### src/design/dhcm_pkg.sv
// Shared types, constants and helpers of the detector hit channel mapper.
package dhcm_pkg;

    localparam int DEF_MAX_BOARDS        = 16;
    localparam int DEF_MAP_DEPTH         = 1024;
    localparam int DEF_MAX_HITS_PER_KIND = 64;

    localparam int ACTION_W  = 2;
    localparam int SERIAL_W  = 16;
    localparam int CHAN_W    = 6;
    localparam int ENERGY_W  = 16;
    localparam int TIME_W    = 48;
    localparam int TIDX_W    = 10;
    localparam int TVAL_W    = 16;
    localparam int CFG_W     = 5;
    localparam int KIND_W    = 2;
    localparam int DET_W     = 7;
    localparam int SLOT_W    = 6;
    localparam int COUNT_W   = 7;
    localparam int OFF_W     = 14;

    localparam int SERIAL_SPLIT   = 1000;
    localparam int WIDE_STRIDE    = 64;
    localparam int NARROW_BASE    = 7 * 64;
    localparam int NARROW_SKIP    = 7;
    localparam int NARROW_STRIDE  = 16;
    localparam int NARROW_ORG     = NARROW_BASE - NARROW_SKIP * NARROW_STRIDE;

    localparam logic [TVAL_W-1:0] ID_UNMAPPED = 16'hFFFF;
    localparam logic [TVAL_W-1:0] ID_QQQ_BASE = 16'd10000;
    localparam logic [TVAL_W-1:0] ID_PC_BASE  = 16'd20000;
    localparam logic [TVAL_W-1:0] ID_LIMIT    = 16'd30000;

    // x / 100 == (x * 5243) >> 19 for every x below 43699
    localparam int DIV_ID      = 100;
    localparam int RECIP       = 5243;
    localparam int RECIP_W     = 13;
    localparam int RECIP_SHIFT = 19;
    localparam int PROD_W      = OFF_W + RECIP_W;

    typedef enum logic [ACTION_W-1:0] {
        ACT_HIT      = 2'd0,
        ACT_EOE      = 2'd1,
        ACT_BOARD_WR = 2'd2,
        ACT_MAP_WR   = 2'd3
    } action_t;

    localparam logic [KIND_W-1:0] KIND_SX3 = 2'd0;
    localparam logic [KIND_W-1:0] KIND_QQQ = 2'd1;
    localparam logic [KIND_W-1:0] KIND_PC  = 2'd2;
    localparam logic [KIND_W-1:0] KIND_SUM = 2'd3;

    typedef struct packed {
        logic              en;
        logic [TIDX_W-1:0] idx;
        logic [TVAL_W-1:0] data;
    } board_wr_t;

    typedef struct packed {
        logic [KIND_W-1:0]   kind;
        logic [DET_W-1:0]    detector_id;
        logic [DET_W-1:0]    detector_channel;
        logic [ENERGY_W-1:0] hit_energy;
        logic [TIME_W-1:0]   hit_time;
        logic [SLOT_W-1:0]   slot;
        logic [COUNT_W-1:0]  count_sx3;
        logic [COUNT_W-1:0]  count_qqq;
        logic [COUNT_W-1:0]  count_pc;
        logic                overflow;
    } res_t;

    function automatic int gch_width(input int max_boards);
        return $clog2(max_boards * WIDE_STRIDE + NARROW_ORG + WIDE_STRIDE);
    endfunction

endpackage

### src/design/dhcm_board_lookup.sv
// Board serial table with parallel match and global channel computation.
module dhcm_board_lookup #(
    parameter int MAX_BOARDS = dhcm_pkg::DEF_MAX_BOARDS
) (
    input  logic                                        clk,
    input  logic                                        rst_n,
    input  dhcm_pkg::board_wr_t                         wr,
    input  logic [dhcm_pkg::CFG_W-1:0]                  board_count,
    input  logic [dhcm_pkg::SERIAL_W-1:0]               serial,
    input  logic [dhcm_pkg::CHAN_W-1:0]                 channel,
    output logic [dhcm_pkg::gch_width(MAX_BOARDS)-1:0]  gch
);
    import dhcm_pkg::*;

    localparam int GCH_W  = gch_width(MAX_BOARDS);
    localparam int BIDX_W = (MAX_BOARDS > 1) ? $clog2(MAX_BOARDS) : 1;

    logic [SERIAL_W-1:0] serial_reg [MAX_BOARDS];
    logic [MAX_BOARDS-1:0] hit_vec;
    logic                  found;
    logic [BIDX_W-1:0]     match_idx;
    logic [GCH_W-1:0]      offset;

    always_ff @(posedge clk or negedge rst_n)
    begin
        if (!rst_n)
        begin
            for (int j = 0; j < MAX_BOARDS; j++)
            begin
                serial_reg[j] <= '0;
            end
        end
        else
        begin
            for (int j = 0; j < MAX_BOARDS; j++)
            begin
                if (wr.en && wr.idx == TIDX_W'(j))
                begin
                    serial_reg[j] <= wr.data;
                end
            end
        end
    end

    always_comb
    begin
        for (int j = 0; j < MAX_BOARDS; j++)
        begin
            hit_vec[j] = (serial_reg[j] == serial) && (32'(board_count) > j);
        end
    end

    // lowest matching index wins
    always_comb
    begin
        found     = 1'b0;
        match_idx = '0;
        for (int j = MAX_BOARDS - 1; j >= 0; j--)
        begin
            if (hit_vec[j])
            begin
                found     = 1'b1;
                match_idx = BIDX_W'(j);
            end
        end
    end

    always_comb
    begin
        if (32'(serial) > SERIAL_SPLIT)
        begin
            offset = GCH_W'(32'(match_idx) * WIDE_STRIDE);
        end
        else
        begin
            offset = GCH_W'(NARROW_ORG + 32'(match_idx) * NARROW_STRIDE);
        end
        gch = GCH_W'(channel) + (found ? offset : '0);
    end

endmodule

### config.mk
export PLATFORM = sky130hd
export DESIGN_NAME = dhcm_board_lookup
export DESIGN_NICKNAME = d
export VERILOG_FILES = /design/src/design/dhcm_pkg.sv /design/src/design/dhcm_board_lookup.sv
export SDC_FILE = /design/constraint.sdc
export NUM_CORES = 1
export LEC_CHECK = 0
export BUFFER_PORTS_ARGS = -buffer_cell sky130_fd_sc_hd__buf_2
export CORE_MARGIN = 2
export CORE_UTILIZATION = 35
export DETAILED_ROUTE_END_ITERATION = 8
export PLACE_DENSITY = 0.59
export SLEW_MARGIN = 20
export SYNTH_ARGS = -nofsm -noshare
export SYNTH_HDL_FRONTEND = slang
export SYNTH_SLANG_ARGS = --single-unit
### constraint.sdc
create_clock -name clk -period 8.36 [get_ports clk]
set_input_delay 0 -clock clk [delete_from_list [all_inputs] [get_ports clk]]
set_output_delay 0 -clock clk [all_outputs]
set_load 0.05 [all_outputs]
==> out/qor.txt, run 1 <==
GRT overflow - 0
DR iter-0 viols - 679
Least-Margin Pin Slew - 1.02 ns
Synth cell types - 64
Final instance area - 15800 µm²
Class of the worst hold path - input port to output pin
Most used DFF post-synth - dfrtp_1
DP Area - 14900 µm²
Slew Viols, Final - 0
Full die area - 42700 µm²
Diode count - 0
Initial Utilization - 35.3%
DR vias - 9910
Cell taking the most area after synthesis - dfrtp_1
Tot GR Track Use - 20.8%
Peak VDD IR - 0.161 mV
Vias/cell - 5.58
Core area - 40600 µm²
Fin crit period - 4.95 ns
Max FO, Critical Path - 5
Routed length per instance - 24.6 µm
P_leak - 7.37 nW
1st-pass router iterations - 6
Mean Syn Cell Area - 11.9 µm²
Status - complete, no violations
Antenna-violating nets left - 0
Max_slew headroom - 32.2%
Power per cell area - 174 nW/µm²
Via count of the first global-routing pass - 10262
# Post-CTS Setup Buffers - 0
CTS sink count - 256
Crit Path Class - flop to output pin
Nets - 1287
Crit path DAT - 4.95 ns
I/O Pins - 67
Largest net degree at the start of global routing - 118
Die Wd - 207 µm
First-pass GRT wire length - 65400 µm
Unrepaired setup endpoints after global routing - no
TritonCTS clock tree - built
Max cap viols - 0
FMAX - 202 MHz
Syn nets - 1263
Die Y - 207 µm
Clk slew on worst S/H paths - 0.05 ns
Startpoint Class - flop
# H-tree levels - 1
Top-area cell type share of the netlist area - 44.6%
Final Wtd Congestion - 0.869
Final Hold Vio Count - 0
Layout cells sized above 1 - 31.3%
Syn. warnings - 0
Ys async rst share - 100%
Row count - 74
CTS Buffer Depth - 3
#FFs+latches synth - 256
Number of synthesized flops with an enable pin - 0
Crit. End Element - output pin
Mapped Cells - 1203
PortBufs - 58
Most frequent cells in the layout - 256 x mux2_2, 256 x dfrtp_1, 170 x xor2_1
Residual DRC - 0
Seq/Total Area, Yosys - 44.6%
Skew final - 0 ns
Clk_lat worst skew - 0.55 ns
Final HPWL DP - 27300 µm
Required @ worst endpoint - 8.36 ns
Root Buffer - clkbuf_16
Tcrit/Tclk final - 59.2%
Total Wirelength - 43700 µm
CTS Buf Count - 28
TNS Setup - 0 ns
Register-to-register setup slack - 7.55 ns
Max FFs per register - 256
Syn Std Cell Area - 14400 µm²
Synthesis-to-finish area growth - 9.83%
Setup violations, final - 0
Filler cell count - 3871
PostCTS Resize Cnt - 0
Antenna violations before repair - 1
Area contributors post-synth - dfrtp_1 45%, mux2_2 20%, xor2_1 10%
-- per-layer routing --
metal | wire length [µm] | GRT usage [%] | vias up | share of wire [%]
li1 | - | - | 4346 | -
met4 | 1440 | 6.48 | 0 | 3.3
met3 | 2350 | 2.14 | 96 | 5.4
met2 | 19500 | 32.9 | 341 | 45
met1 | 20400 | 30.0 | 5127 | 47
met5 | 0 | 0 | - | 0
-- metrics by stage --
step                      total power, mW  instances  hold slack, ns  util (%)  setup WS, ns
final                                2.75       1776       0.0000173      38.8          3.41
after global routing                 2.84       1776        0.000136      38.8          3.03
after CTS                            2.76       1776        0.000341      38.8          3.45
after detailed placement             1.56       1728        0.000341      36.6          3.81
after global placement               1.56       1728        0.000341      36.6          3.91
after floorplan                      1.46       1203          -0.296         -          4.25
-- final cells by class --
| cell class | count | area (µm²) | share of cell area [%] |
|---|---|---|---|
| Inverter | 11 | 41.3 | 0.262 |
| Sequential cell | 256 | 6410 | 40.6 |
| Timing Repair Buffer | 70 | 397 | 2.52 |
| Multi-Input combinational cell | 860 | 7380 | 46.8 |
| Clock buffer | 39 | 772 | 4.90 |
| Clock inverter | 8 | 106 | 0.674 |
| Tap cell | 532 | 666 | 4.22 |
-- worst max-delay path, cell delays in order, from the launching register on --
cell	delay (ns)
dfrtp_1	0.40
xor2_1	0.16
nor4_1	0.30
nand2_1	0.09
nor4_1	0.66
or2_2	0.25
o311ai_2	0.14
a41oi_1	0.39
nor2_1	0.11
ha_1	0.26
inv_1	0.08
nand2_1	0.05
a41o_1	0.21
o31ai_1	0.06
a211oi_1	0.10
o31a_1	0.18
or4_1	0.52
a21oi_1	0.15
buf_2	0.28
-- path summary, 6_finish.rpt --
path,to,cells after the start,start
hold reg to reg,serial_reg[223],1,serial_reg[223]
setup / recovery,gch[7],18,serial_reg[94]
hold / removal,gch[3],0,channel[3]
min in group asynchronous,serial_reg[132],2,rst_n
setup reg to reg,serial_reg[19],1,serial_reg[19]
max in group asynchronous,serial_reg[142],3,rst_n
-- report_power, final --
part / switching, mW / leakage [nW] / internal [mW]
Combinational: 0.191 / 3.38 / 0.0778
Sequential: 0.0134 / 3.57 / 1.26
Clock: 0.508 / 0.423 / 0.701
-- cell usage after synthesis, types with 4 or more instances --
library cell    n
and3_1          6
nor3_2          4
clkbuf_1       36
or4_1           7
a31oi_1         4
xnor2_2         4
inv_1          11
dfrtp_1       256
a21o_1          5
buf_2           4
nor3_1         21
buf_4           5
mux2_2        256
nor3b_1         4
xor2_1        170
nor4b_1        13
a21oi_1         8
nand3_1        13
nand4b_1        8
xnor2_1        85
nand4_1        44
buf_6          29
nor4_1         69
nor2_1         33
nand2b_1       11
nand2_1        36
-- logic make-up after synthesis --
family,share of synthesized area [%]
and+or+nand+nor,12.4
buffers and inverters,4.11
muxes,20.1
DFF,44.6
AOI/OAI and AO/OA,2.41
adders and majority gates,0.401
xor gates and xnor gates,16.0
-- timing repair --
action,CTS,global route
hold buffers,1,0
setup endpoints to repair,0,0
endpoints found under the hold margin,115,0
Power figures use the tool's default switching activity.
==> run 2: changes to the inputs <==
ABC_AREA = 1   (was not set)
PLACE_DENSITY = 0.61   (was 0.59)
clock period = 4.5 ns   (was 8.36 ns; I/O delays follow)
==> out/qor.txt, run 2 <==
Status - complete, no violations
DR iter-0 viols - 1088 (+60%)
Layout cells sized above 1 - 9.87% (-21 points)
Filler cell count - 3939 (+1.8%)
Max_slew headroom - 33.2% (+1.0 points)
Power per cell area - 335 nW/µm² (+92%)
Class of the worst hold path - input port to output pin
Least-Margin Pin Slew - 1.00 ns (-0.0179 ns)
Initial Utilization - 35.3% (-0.056 points)
Residual DRC - 0 (unchanged)
Diode count - 0 (unchanged)
Most used DFF post-synth - dfrtp_1
Skew final - 0 ns (unchanged)
Crit path DAT - 4.13 ns (-0.82 ns)
Mapped Cells - 1617 (+34%)
FMAX - 242 MHz
Full die area - 40300 µm² (-5.6%)
Area contributors post-synth - dfrtp_1 47%, nand2_1 11%, o21ai_0 8.8%
CTS sink count - 256 (unchanged)
Syn nets - 1677 (+33%)
CTS Buf Count - 29 (+3.6%)
Crit Path Class - flop to output pin
TNS Setup - 0 ns (unchanged)
Clk_lat worst skew - 0.56 ns (about the same)
Antenna violations before repair - 2 (+1)
Most frequent cells in the layout - 383 x nand2_1, 256 x dfrtp_1, 237 x o21ai_0
Required @ worst endpoint - 4.50 ns (-3.86 ns)
Final Wtd Congestion - 0.936 (+7.6%)
Startpoint Class - flop
Top-area cell type share of the netlist area - 47.3% (+2.7 points)
Final Power - 5.09 mW (+85%)
Max cap viols - 0 (unchanged)
Synth cell types - 41 (-36%)
Die Y - 201 µm (-2.9%)
Setup violations, final - 0 (unchanged)
Mean Syn Cell Area - 8.37 µm² (-30%)
Syn Std Cell Area - 13500 µm² (-5.7%)
# H-tree levels - 1 (unchanged)
Worst slack at placement - 0.656 ns (-3.15 ns)
Die Wd - 201 µm (-2.9%)
Slowest CP cell - fa_1
Final HPWL DP - 30200 µm (+11%)
Synthesis-to-finish area growth - 12.2%
Total Wirelength - 45100 µm (+3.3%)
Antenna-violating nets left - 0 (unchanged)
Largest net degree at the start of global routing - 114 (-3.4%)
Routed length per instance - 20.7 µm (-16%)
I/O Pins - 67 (unchanged)
Slew Viols, Final - 0 (unchanged)
Final non-filler cell total - 2180 (+23%)
CTS Buffer Depth - 3 (unchanged)
WHS - 0.0000220 ns (+0.00000469 ns)
PnR worst setup slack - 0.375 ns (-3.04 ns)
Final instance area - 15200 µm² (-3.7%)
Worst Path Buf+Inv - 2 (unchanged)
Root Buffer - clkbuf_16
Top cells by count, synth - 383 x nand2_1, 256 x dfrtp_1, 237 x o21ai_0
R2R cell count - 4 (+3)
Max FO, Critical Path - 3 (-2)
Nets - 1705 (+32%)
DP Area - 14100 µm² (-5.1%)
Worst path top cell family by delay - simple AND/OR/NAND/NOR gates
Peak VDD IR - 0.279 mV (+73%)
1st-pass router iterations - 7 (+1)
GRT overflow - 0 (unchanged)
Crit. End Element - output pin
Finished Core Util - 39.6% (+0.77 points)
Final Hold Vio Count - 0 (unchanged)
Vias/cell - 5.25 (-5.8%)
Tot GR Track Use - 22.2% (+1.4 points)
Ys async rst share - 100% (unchanged)
Most common cell after layout, fill and taps aside - nand2_1
Fin crit period - 4.13 ns
Stages on the worst setup path - 23 (+5)
Hold-critical path depth - 0 (unchanged)
First-pass GRT wire length - 68400 µm (+4.5%)
CP most frequent cell - nand2_1
PortBufs - 58 (unchanged)
Max FFs per register - 256 (unchanged)
Count leader, synth - nand2_1
Core area - 38400 µm² (-5.6%)
Placed cells - 2115 (+22%)
Syn. warnings - 0 (unchanged)
TritonCTS clock tree - built
Unrepaired setup endpoints after global routing - no
Seq/Total Area, Yosys - 47.3% (+2.7 points)
Number of synthesized flops with an enable pin - 0 (unchanged)
Via count of the first global-routing pass - 11048 (+7.7%)
Clk slew on worst S/H paths - 0.06 ns (about the same)
Critical path cell sequence - xnor2_1 -> nand4_1 -> nor2_1 -> nand3_1 -> nand2_1 -> nand2_1 -> nand2_1 -> nand2_1 -> nand2_1 -> nand2_1 -> nand2_1 -> nand2_2 -> nand2_1 -> nand2_1 -> nand2_2 -> inv_1 -> ha_1 -> nand3_1 -> fa_1 -> nor2_1 -> nand3_1 -> nor2_1 -> buf_2
P_leak - 7.29 nW (-1.1%)
#FFs+latches synth - 256 (unchanged)
Cell taking the most area after synthesis - dfrtp_1
DR vias - 11454 (+16%)
Row count - 72 (-2.7%)
Delay of the slowest critical-path stage - 0.46 ns (-0.20 ns)
Tcrit/Tclk final - 91.7%
run 2: cell count changes after synthesis, moves of 14 or more:
| cell | change |
|---|---|
| a21oi_1 | +22 |
| buf_6 | -15 |
| clkbuf_1 | +19 |
| inv_1 | +150 |
| mux2_2 | -256 |
| mux2i_1 | +45 |
| nand2_1 | +347 |
| nand4_1 | -14 |
| nor2_1 | +48 |
| nor4_1 | -43 |
| o21ai_0 | +235 |
| o22ai_1 | +26 |
| xnor2_1 | -29 |
| xor2_1 | -89 |
run 2: final cells by class:
class                   count  area (µm²)  area share [%]
flip-flops and latches    256        6410            42.2
inverters                 176         668            4.40
repair buffers             95         633            4.17
clock buffers              44         842            5.55
well taps                 518         648            4.27
multi-input cells        1087        5950            39.2
clock inverters             4        35.0           0.231
run 2: per-layer routing:
metal	part of all wire, %	up-vias	wire length (µm)	global-route usage (%)
met4	5.1	2	2320	9.79
met3	6.9	124	3120	3.36
met1	42	5582	19200	29.6
met2	45	474	20500	36.0
li1	-	5272	-	-
met5	0.027	-	12	0
run 2: repair_timing:
| item | 4_1_cts | 5_1_grt |
|---|---|---|
| endpoints found under the hold margin | 175 | 0 |
| setup buffers | 0 | 0 |
| hold buffers | 17 | 0 |
| gates resized for setup | 0 | 5 |
| endpoints found under the setup margin | 0 | 4 |
run 2: cells by family after synthesis:
| logic type | after synthesis | share of synthesized area (%) |
|---|---|---|
| muxes | 45 | 3.33 |
| DFF | 256 | 47.3 |
| buffers and inverters | 274 | 9.00 |
| xor gates and xnor gates | 137 | 8.87 |
| and+or+nand+nor | 576 | 18.0 |
| adders and majority gates | 4 | 0.425 |
| AOI/OAI and AO/OA | 325 | 13.1 |
run 2: where the power goes:
part	switching [mW]	leakage [nW]	total [mW]	internal [mW]
Sequential	0.0284	3.47	2.37	2.34
Combinational	0.347	3.39	0.481	0.134
Clock	0.960	0.433	2.24	1.28
run 2: final timing paths:
kind	startpoint	end	slack, ns
max	serial_reg[93]	gch[10]	0.37
min	channel[1]	gch[1]	0.00002
max reg2reg	serial_reg[126]	serial_reg[126]	3.65
min reg2reg	serial_reg[223]	serial_reg[223]	0.49
max in group asynchronous	rst_n	serial_reg[220]	3.03
min in group asynchronous	rst_n	serial_reg[81]	0.10
